<file path="src/design/tpc_pkg.sv">
// Shared types, codes and the transition table of the two-phase commit coordinator.
// Used by tpc_ledger, tpc_fsm and two_phase_commit_coordinator. No dependencies.
`default_nettype none

package tpc_pkg;

	localparam int MaskW        = 16;
	localparam int IndexW       = 4;
	localparam int StampW       = 64;
	localparam int DefMaxParts  = 16;

	typedef enum logic [2:0] {
		ACT_LIST        = 3'd0,
		ACT_VOTE_COMMIT = 3'd1,
		ACT_VOTE_ABORT  = 3'd2,
		ACT_TRY_ABORT   = 3'd3,
		ACT_ACK         = 3'd4
	} action_t;

	typedef enum logic [2:0] {
		ST_WAIT_LIST  = 3'd0,
		ST_WAIT_VOTES = 3'd1,
		ST_ABORTED    = 3'd2,
		ST_WAIT_ACKS  = 3'd3,
		ST_COMMITTED  = 3'd4,
		ST_BROKEN     = 3'd5
	} state_t;

	typedef enum logic [2:0] {
		EV_LIST         = 3'd0,
		EV_COMMIT       = 3'd1,
		EV_FINAL_COMMIT = 3'd2,
		EV_ABORT        = 3'd3,
		EV_TRY_ABORT    = 3'd4,
		EV_FINAL_ACK    = 3'd5
	} event_t;

	typedef enum logic [1:0] {
		CMD_NONE   = 2'd0,
		CMD_ABORT  = 2'd1,
		CMD_COMMIT = 2'd2
	} cmd_t;

	typedef enum logic [1:0] {
		VOTE_UNKNOWN = 2'd0,
		VOTE_COMMIT  = 2'd1,
		VOTE_ABORT   = 2'd2
	} vote_t;

	typedef enum logic [2:0] {
		ERR_OK            = 3'd0,
		ERR_ILLEGAL       = 3'd1,
		ERR_UNKNOWN_PART  = 3'd2,
		ERR_CONFLICT      = 3'd3,
		ERR_STAMP         = 3'd4,
		ERR_LIST_MISMATCH = 3'd5,
		ERR_ACK_EARLY     = 3'd6
	} err_t;

	typedef struct packed {
		logic   legal;
		cmd_t   cmd;
		state_t next;
	} move_t;

	// event request from the ledger to the state machine
	typedef struct packed {
		logic   apply;
		event_t ev;
	} ev_req_t;

	typedef struct packed {
		state_t cur_state;
		state_t state;
		cmd_t   cmd;
		logic   illegal;
	} fsm_res_t;

	function automatic move_t move_lookup(state_t st, event_t ev);
		move_t mv;
		mv = '{legal: 1'b0, cmd: CMD_NONE, next: ST_BROKEN};
		case (st)
			ST_WAIT_LIST: begin
				case (ev)
					EV_LIST:      mv = '{1'b1, CMD_NONE, ST_WAIT_VOTES};
					EV_COMMIT:    mv = '{1'b1, CMD_NONE, ST_WAIT_LIST};
					EV_ABORT:     mv = '{1'b1, CMD_ABORT, ST_ABORTED};
					EV_TRY_ABORT: mv = '{1'b1, CMD_ABORT, ST_ABORTED};
					default:      mv = '{1'b0, CMD_NONE, ST_BROKEN};
				endcase
			end
			ST_WAIT_VOTES: begin
				case (ev)
					EV_LIST:         mv = '{1'b1, CMD_NONE, ST_WAIT_VOTES};
					EV_COMMIT:       mv = '{1'b1, CMD_NONE, ST_WAIT_VOTES};
					EV_FINAL_COMMIT: mv = '{1'b1, CMD_COMMIT, ST_WAIT_ACKS};
					EV_ABORT:        mv = '{1'b1, CMD_ABORT, ST_ABORTED};
					EV_TRY_ABORT:    mv = '{1'b1, CMD_ABORT, ST_ABORTED};
					default:         mv = '{1'b0, CMD_NONE, ST_BROKEN};
				endcase
			end
			ST_ABORTED: begin
				case (ev)
					EV_LIST, EV_COMMIT, EV_ABORT, EV_TRY_ABORT:
						mv = '{1'b1, CMD_NONE, ST_ABORTED};
					default: mv = '{1'b0, CMD_NONE, ST_BROKEN};
				endcase
			end
			ST_WAIT_ACKS: begin
				case (ev)
					EV_LIST, EV_COMMIT, EV_TRY_ABORT:
						mv = '{1'b1, CMD_NONE, ST_WAIT_ACKS};
					EV_FINAL_COMMIT: mv = '{1'b1, CMD_COMMIT, ST_WAIT_ACKS};
					EV_FINAL_ACK:    mv = '{1'b1, CMD_NONE, ST_COMMITTED};
					default:         mv = '{1'b0, CMD_NONE, ST_BROKEN};
				endcase
			end
			ST_COMMITTED: begin
				case (ev)
					EV_ABORT: mv = '{1'b0, CMD_NONE, ST_BROKEN};
					default:  mv = '{1'b1, CMD_NONE, ST_COMMITTED};
				endcase
			end
			default: mv = '{1'b0, CMD_NONE, ST_BROKEN};
		endcase
		return mv;
	endfunction

endpackage

`default_nettype wire

</file>
<file path="src/design/tpc_fsm.sv">
// Coordinator state machine: holds the protocol state and applies the transition table.
// Depends on tpc_pkg.
`default_nettype none

module tpc_fsm
	import tpc_pkg::*;
(
	input  wire logic clk,
	input  wire logic arst_n,
	input  wire logic step,
	input  ev_req_t   req,
	output fsm_res_t  res
);

	state_t state_q;
	state_t next_state;
	move_t  mv;

	assign mv = move_lookup(state_q, req.ev);

	// next state
	always_comb begin
		next_state = state_q;
		if (req.apply) begin
			next_state = mv.legal ? mv.next : ST_BROKEN;
		end
	end

	// outputs
	always_comb begin
		res.cur_state = state_q;
		res.state     = next_state;
		res.cmd       = (req.apply && mv.legal) ? mv.cmd : CMD_NONE;
		res.illegal   = req.apply && !mv.legal;
	end

	always_ff @(posedge clk or negedge arst_n) begin
		if (!arst_n) begin
			state_q <= ST_WAIT_LIST;
		end else if (step) begin
			state_q <= next_state;
		end
	end

endmodule

`default_nettype wire

</file>
<file path="src/design/tpc_ledger.sv">
// Participant bookkeeping: known set, votes, prepare stamps, acks and highest stamp.
// Decodes each request into a table event. Depends on tpc_pkg.
`default_nettype none

module tpc_ledger
	import tpc_pkg::*;
#(
	parameter int MAX_PARTICIPANTS = DefMaxParts
) (
	input  wire logic              clk,
	input  wire logic              arst_n,
	input  wire logic              step,
	input  action_t                action,
	input  wire logic [IndexW-1:0] participant_index,
	input  wire logic [MaskW-1:0]  participant_mask,
	input  wire logic [StampW-1:0] prepare_stamp,
	output ev_req_t                req,
	output err_t                   err,
	output logic [StampW-1:0]      max_stamp
);

	localparam int NumSlots = (MAX_PARTICIPANTS < MaskW) ? MAX_PARTICIPANTS : MaskW;
	localparam int SlotW    = (NumSlots > 1) ? $clog2(NumSlots) : 1;

	logic                list_q, list_nxt;
	logic [NumSlots-1:0] known_q, known_nxt;
	logic [NumSlots-1:0] ack_q, ack_nxt;
	logic [StampW-1:0]   max_q, max_nxt;
	vote_t               vote_q [NumSlots];
	logic [StampW-1:0]   stamp_q [NumSlots];

	logic                in_range;
	logic [SlotW-1:0]    slot;
	logic [NumSlots-1:0] bit_vec;
	logic [NumSlots-1:0] mask_in;
	logic [NumSlots-1:0] commit_vec;
	vote_t               vote_cur;
	logic                vote_we, stamp_we;
	vote_t               vote_wval;

	assign in_range = ({1'b0, participant_index} < (IndexW + 1)'(NumSlots));
	assign slot     = participant_index[SlotW-1:0];
	assign bit_vec  = in_range ? (NumSlots'(1) << slot) : '0;
	assign mask_in  = participant_mask[NumSlots-1:0];
	assign vote_cur = vote_q[slot];

	always_comb begin
		for (int i = 0; i < NumSlots; i++) begin
			commit_vec[i] = (vote_q[i] == VOTE_COMMIT);
		end
	end

	always_comb begin
		known_nxt = known_q;
		list_nxt  = list_q;
		ack_nxt   = ack_q;
		max_nxt   = max_q;
		vote_we   = 1'b0;
		vote_wval = VOTE_UNKNOWN;
		stamp_we  = 1'b0;
		req       = '{apply: 1'b0, ev: EV_LIST};
		err       = ERR_OK;
		case (action)
			ACT_LIST: begin
				if (!list_q) begin
					known_nxt = known_q | mask_in;
				end
				list_nxt = 1'b1;
				if (mask_in != known_nxt) begin
					err = ERR_LIST_MISMATCH;
				end else begin
					req = '{apply: 1'b1, ev: EV_LIST};
				end
			end
			ACT_VOTE_COMMIT, ACT_VOTE_ABORT: begin
				// before the list, voters join the known set
				if (!list_q) begin
					known_nxt = known_q | bit_vec;
				end
				if ((known_nxt & bit_vec) == '0) begin
					err = ERR_UNKNOWN_PART;
				end else if (action == ACT_VOTE_COMMIT) begin
					if (vote_cur == VOTE_ABORT) begin
						err = ERR_CONFLICT;
					end else if (vote_cur == VOTE_COMMIT && stamp_q[slot] != prepare_stamp) begin
						err = ERR_STAMP;
					end else begin
						if (vote_cur == VOTE_UNKNOWN) begin
							vote_we   = 1'b1;
							vote_wval = VOTE_COMMIT;
							stamp_we  = 1'b1;
							if (prepare_stamp > max_q) begin
								max_nxt = prepare_stamp;
							end
						end
						if (list_q && ((known_nxt & ~(commit_vec | bit_vec)) == '0)) begin
							req = '{apply: 1'b1, ev: EV_FINAL_COMMIT};
						end else begin
							req = '{apply: 1'b1, ev: EV_COMMIT};
						end
					end
				end else begin
					if (vote_cur == VOTE_COMMIT) begin
						err = ERR_CONFLICT;
					end else begin
						vote_we   = 1'b1;
						vote_wval = VOTE_ABORT;
						req       = '{apply: 1'b1, ev: EV_ABORT};
					end
				end
			end
			ACT_TRY_ABORT: begin
				req = '{apply: 1'b1, ev: EV_TRY_ABORT};
			end
			ACT_ACK: begin
				if ((known_q & bit_vec) == '0) begin
					err = ERR_UNKNOWN_PART;
				end else begin
					ack_nxt = ack_q | bit_vec;
					if (!list_q) begin
						err = ERR_ACK_EARLY;
					end else if ((known_q & ~ack_nxt) == '0) begin
						req = '{apply: 1'b1, ev: EV_FINAL_ACK};
					end
				end
			end
			default: begin
			end
		endcase
	end

	assign max_stamp = max_nxt;

	always_ff @(posedge clk or negedge arst_n) begin
		if (!arst_n) begin
			list_q  <= 1'b0;
			known_q <= '0;
			ack_q   <= '0;
			max_q   <= '0;
			for (int i = 0; i < NumSlots; i++) begin
				vote_q[i] <= VOTE_UNKNOWN;
			end
		end else if (step) begin
			list_q  <= list_nxt;
			known_q <= known_nxt;
			ack_q   <= ack_nxt;
			max_q   <= max_nxt;
			if (vote_we) begin
				vote_q[slot] <= vote_wval;
			end
		end
	end

	// stamps are only read after a commit vote wrote them
	always_ff @(posedge clk) begin
		if (step && stamp_we) begin
			stamp_q[slot] <= prepare_stamp;
		end
	end

endmodule

`default_nettype wire

</file>
<file path="src/design/two_phase_commit_coordinator.sv">
// Top level of the two-phase commit coordinator: input register, ledger, state machine
// and result register. Depends on tpc_pkg, tpc_ledger and tpc_fsm.
//
//  port group | dir | payload (lowest bit first)
//  s_*        | in  | tuser: action[2:0]; tdata: participant_index[3:0],
//             |     |   participant_mask[19:4], prepare_stamp[83:20], zero[87:84]
//  m_*        | out | tdata: command[1:0], coordinator_state[4:2], error_code[7:5],
//             |     |   highest_stamp[71:8]
//
// One request per cycle unless the output stalls: each request is held in the input
// register, evaluated against the ledger and state machine, and its result lands in the
// output register.
// Reset clears the protocol state, votes, acks and highest stamp at once; no clearing pass.
// A stalled output holds the input register, and s_tready drops only while both are full
// and m_tready is low.
`default_nettype none

module two_phase_commit_coordinator
	import tpc_pkg::*;
#(
	parameter int MAX_PARTICIPANTS = DefMaxParts
) (
	input  wire logic        clk,
	input  wire logic        arst_n,
	input  wire logic        s_tvalid,
	output logic             s_tready,
	input  wire logic [87:0] s_tdata,  // participant_index, participant_mask, prepare_stamp
	input  wire logic [2:0]  s_tuser,  // action
	output logic             m_tvalid,
	input  wire logic        m_tready,
	output logic [71:0]      m_tdata   // command, coordinator_state, error_code, highest_stamp
);

	logic              valid_s1;
	action_t           action_s1;
	logic [IndexW-1:0] index_s1;
	logic [MaskW-1:0]  mask_s1;
	logic [StampW-1:0] stamp_s1;

	logic              m_valid_q;
	logic [71:0]       m_data_q;

	logic              step;
	ev_req_t           req;
	err_t              ledger_err;
	err_t              res_err;
	logic [StampW-1:0] max_stamp;
	fsm_res_t          fres;

	assign step     = valid_s1 && (!m_valid_q || m_tready);
	assign s_tready = !valid_s1 || step;
	assign m_tvalid = m_valid_q;
	assign m_tdata  = m_data_q;

	tpc_ledger #(
		.MAX_PARTICIPANTS(MAX_PARTICIPANTS)
	) u_ledger (
		.clk              (clk),
		.arst_n           (arst_n),
		.step             (step),
		.action           (action_s1),
		.participant_index(index_s1),
		.participant_mask (mask_s1),
		.prepare_stamp    (stamp_s1),
		.req              (req),
		.err              (ledger_err),
		.max_stamp        (max_stamp)
	);

	tpc_fsm u_fsm (
		.clk   (clk),
		.arst_n(arst_n),
		.step  (step),
		.req   (req),
		.res   (fres)
	);

	assign res_err = req.apply ? (fres.illegal ? ERR_ILLEGAL : ERR_OK) : ledger_err;

	always_ff @(posedge clk or negedge arst_n) begin
		if (!arst_n) begin
			valid_s1  <= 1'b0;
			m_valid_q <= 1'b0;
		end else begin
			if (s_tready) begin
				valid_s1 <= s_tvalid;
			end
			if (step) begin
				m_valid_q <= 1'b1;
			end else if (m_tready) begin
				m_valid_q <= 1'b0;
			end
		end
	end

	always_ff @(posedge clk) begin
		if (s_tready && s_tvalid) begin
			action_s1 <= action_t'(s_tuser);
			index_s1  <= s_tdata[3:0];
			mask_s1   <= s_tdata[19:4];
			stamp_s1  <= s_tdata[83:20];
		end
		if (step) begin
			m_data_q <= {max_stamp, res_err, fres.state, fres.cmd};
		end
	end

`ifndef SYNTHESIS
	a_broken_sticks: assert property (@(posedge clk) disable iff (!arst_n)
		fres.cur_state == ST_BROKEN |=> fres.cur_state == ST_BROKEN)
		else $error("coordinator left the broken state");

	a_cmd_without_error: assert property (@(posedge clk) disable iff (!arst_n)
		step && fres.cmd != CMD_NONE |-> res_err == ERR_OK)
		else $error("command issued together with an error");

	a_illegal_breaks: assert property (@(posedge clk) disable iff (!arst_n)
		step && res_err == ERR_ILLEGAL |=> m_tdata[4:2] == ST_BROKEN)
		else $error("illegal event did not report the broken state");

	a_stalled_item_held: assert property (@(posedge clk) disable iff (!arst_n)
		valid_s1 && !step |=> valid_s1 && $stable(stamp_s1) && $stable(index_s1))
		else $error("held request lost while output stalled");

	a_stamp_monotonic: assert property (@(posedge clk) disable iff (!arst_n)
		step |=> max_stamp >= $past(max_stamp))
		else $error("highest stamp went down");
`endif

endmodule

`default_nettype wire
</file>
<file path="config.mk">
export PLATFORM = sky130hd
export DESIGN_NAME = two_phase_commit_coordinator
export DESIGN_NICKNAME = d
export VERILOG_FILES = /design/src/design/tpc_pkg.sv /design/src/design/tpc_fsm.sv /design/src/design/tpc_ledger.sv /design/src/design/two_phase_commit_coordinator.sv
export SDC_FILE = /design/constraint.sdc
export NUM_CORES = 1
export LEC_CHECK = 0
export ABC_CLOCK_PERIOD_IN_PS = 17850
export BUFFER_PORTS_ARGS = -buffer_cell sky130_fd_sc_hd__buf_2
export CAP_MARGIN = 5
export CORE_ASPECT_RATIO = 2
export CORE_MARGIN = 2
export CORE_UTILIZATION = 60
export CTS_BUF_LIST = sky130_fd_sc_hd__clkbuf_2
export DETAILED_ROUTE_END_ITERATION = 16
export PLACE_DENSITY_LB_ADDON = 0.1
export SLEW_MARGIN = 10
export SYNTH_ARGS = -nofsm -noshare
export SYNTH_HDL_FRONTEND = slang
export SYNTH_SLANG_ARGS = --single-unit
</file>
<file path="constraint.sdc">
create_clock -name clk -period 17.85 [get_ports clk]
set_clock_uncertainty 0.2 [all_clocks]
set_input_delay 3.57 -clock clk [delete_from_list [all_inputs] [get_ports clk]]
set_output_delay 3.57 -clock clk [all_outputs]
set_load 0.01 [all_outputs]
</file>
==> run summary <==
HP Class: flop to flop
DRC viols: 0
Post-Synthesis Cell Area: 54600 um2
Post-CTS Setup Bufs: 0
Iter 0 DRT Violations: 2375
Yosys top cell area share: 65.0%
hold depth: 1
total CTS buffers: 295
Vias: 30100
syn_area_per_cell: 18.3 um2
Root Driver: clkbuf_2
Main synth FF type: edfxtp_1
first-pass GRT wire length: 207 mm
Final nets: 3584
Placed Area: 57200 um2
antenna-violating nets left: 0
most frequent cell after synthesis: edfxtp_1
pins over their slew limit: 0
Post-DP HPWL: 86.9 mm
fin crit share: 43.7%
drt pass-1 iters: 5
# rows: 156
yosys warns: 0
register-to-register setup slack: 10.39 ns
Hold Crit Start: u_ledger.ack_q[3]
Max Clock Freq: 128 MHz
Final Hold Viols: 0
vias in the first global route: 32200
Setup Crit Path Kind: primary input to primary output
initial antenna violation count: 5
largest area contributor in the netlist: edfxtp_1
CTS tree: done
Static Leak: 21.5 nW
Initial Util: 60.4%
status: finished clean
Longest Clk Path Bufs: 4
layout cells sized above 1: 31.2%
CP endpoint kind: primary output
gate count of the mapped netlist: 2983
Finished Core Util: 66.0%
height of the die: 431 um
final instance area: 59600 um2
global-route usage over all layers: 31.3%
Peak supply drop: 0.0000745 V
syn nets: 3142
Yosys cell types: 83
Clk Latency, worst-skew pair: 1.57 ns
num ports: 169
DP Worst Slack: 10.06 ns
Max-Cap Viols: 0
Die Area: 93600 um2
Setup WS post-layout: 10.06 ns
Slew HR: 16.0%
RSZ-0062 raised after global routing: no
clk sinks: 1321
Synth Register Bits: 1321
Layout area overhead: 9.12%
Synth top cells by count: edfxtp_1 (1183), mux2i_1 (211), mux4_2 (202)
CORE AREA: 90400 um2
post-cts sizing count: 0
WHS: 0.264 ns
pin count of the biggest net entering global routing: 72
port bufs: 164
Worst-path clk slew: 0.08 ns
Synth area leaders: edfxtp_1 (65%), mux4_2 (8.3%), dfrtp_1 (6.1%), mux2i_1 (3.9%), mux2_2 (3.3%)
Non-Filler Instances: 4802
wire length per cell: 29.7 um
global route total overflow: 0
Die X: 217 um
Placed Cells: 4313
htree depth: 5
crit path max fanout: 3
P per Cell Area: 107 nW/um2
share of flip-flops with an asynchronous set or reset: 10.1%
final setup vio count: 0
sequential fraction of the synthesis area: 71.3%
hold endpoint: u_ledger.ack_q[3]
RR Endpoint: m_tdata[2]
CP Data Required Time: 14.08 ns
# hold bufs at CTS: 0
worst reg-to-reg path cell count: 13
crit start category: primary input
final wirelength: 143 mm
post-DR vias/cell: 6.28
Final Power: 6.39 mW
EDFF count, synth: 1183
Least-Margin Pin Slew: 1.23 ns
RD Place Congestion: 0.979
setup_tns: 0 ns
fin crit period: 7.79 ns
Worst EP arrival: 4.02 ns
==> worst max-delay path by stage <==
stage	start	to	slack, ns	depth (start not counted)
6_report	m_tready	s_tready	10.06	3
5_1_grt	m_tready	s_tready	10.03	3
4_1_cts	m_tready	s_tready	10.06	3
3_5_place_dp	m_tready	s_tready	10.06	3
3_3_place_gp	m_tready	s_tready	10.08	3
2_1_floorplan	m_tready	u_ledger.stamp_q[12][0]	6.90	5
==> final cells by class <==
class | count | area (um2)
flip-flops and latches | 1321 | 39000
fillers | 6292 | 30800
multi-input cells | 1428 | 14700
clock buffers | 417 | 2090
repair buffers | 281 | 1710
well taps | 1185 | 1480
inverters | 98 | 372
clock inverters | 69 | 298
diodes | 3 | 7.51
==> kinds of logic after synthesis <==
group	share of synthesized area (%)
compound gates	3.71
xor+xnor	2.16
fa+ha+maj	1.47
buf+inv	2.09
flops	71.3
mux	15.5
simple gates	3.71
==> layout by cell type, fill, tap and decap left out, drive strengths merged, types with 34 or more instances in the layout <==
master / netlist / layout
edfxtp: 1183 / 1183
mux2i: 211 / 211
mux4: 202 / 202
clkinv: 0 / 67
xor2: 41 / 41
xnor2: 94 / 94
nand3: 41 / 41
dfrtp: 134 / 134
a22oi: 34 / 34
nor2: 66 / 66
inv: 98 / 99
a21o: 40 / 40
a21oi: 40 / 40
buf: 99 / 281
clkbuf: 37 / 417
ha: 64 / 64
nand2: 82 / 82
mux2: 162 / 162
==> critical path, cell delays in order <==
cell and delay, ns:
buf_2 0.10, nand3b_1 0.19, buf_2 0.16
==> sequential cells by signal, indices dropped and copies added, names as in the netlist, named ones only <==
name              cells
action_s1             3
u_ledger.list_q       1
m_tdata              72
stamp_s1             64
valid_s1              1
mask_s1              16
index_s1              4
u_ledger.stamp_q   1024
u_ledger.max_q       64
u_fsm.state_q         3
u_ledger.vote_q      32
m_tvalid              1
u_ledger.ack_q       16
u_ledger.known_q     16
==> report_power, final <==
group | switching (mW) | internal (mW) | total, mW | leakage [nW]
clock network | 1.13 | 0.634 | 1.76 | 1.88
logic | 0.539 | 0.439 | 0.977 | 7.16
registers | 0.112 | 3.54 | 3.65 | 12.5
total | 1.78 | 4.61 | 6.39 | 21.5
==> per-layer routing <==
metal / vias up / track usage (%) / share of wire [%] / routed length [um]
met3: 347 / 5.36 / 5.5 / 7870
li1: 12900 / - / - / -
met4: 0 / 17.5 / 5.7 / 8180
met5: - / 0 / 0 / 0
met1: 15600 / 35.7 / 35 / 49800
met2: 1269 / 55.5 / 54 / 76700
Power figures use the tool's default switching activity.
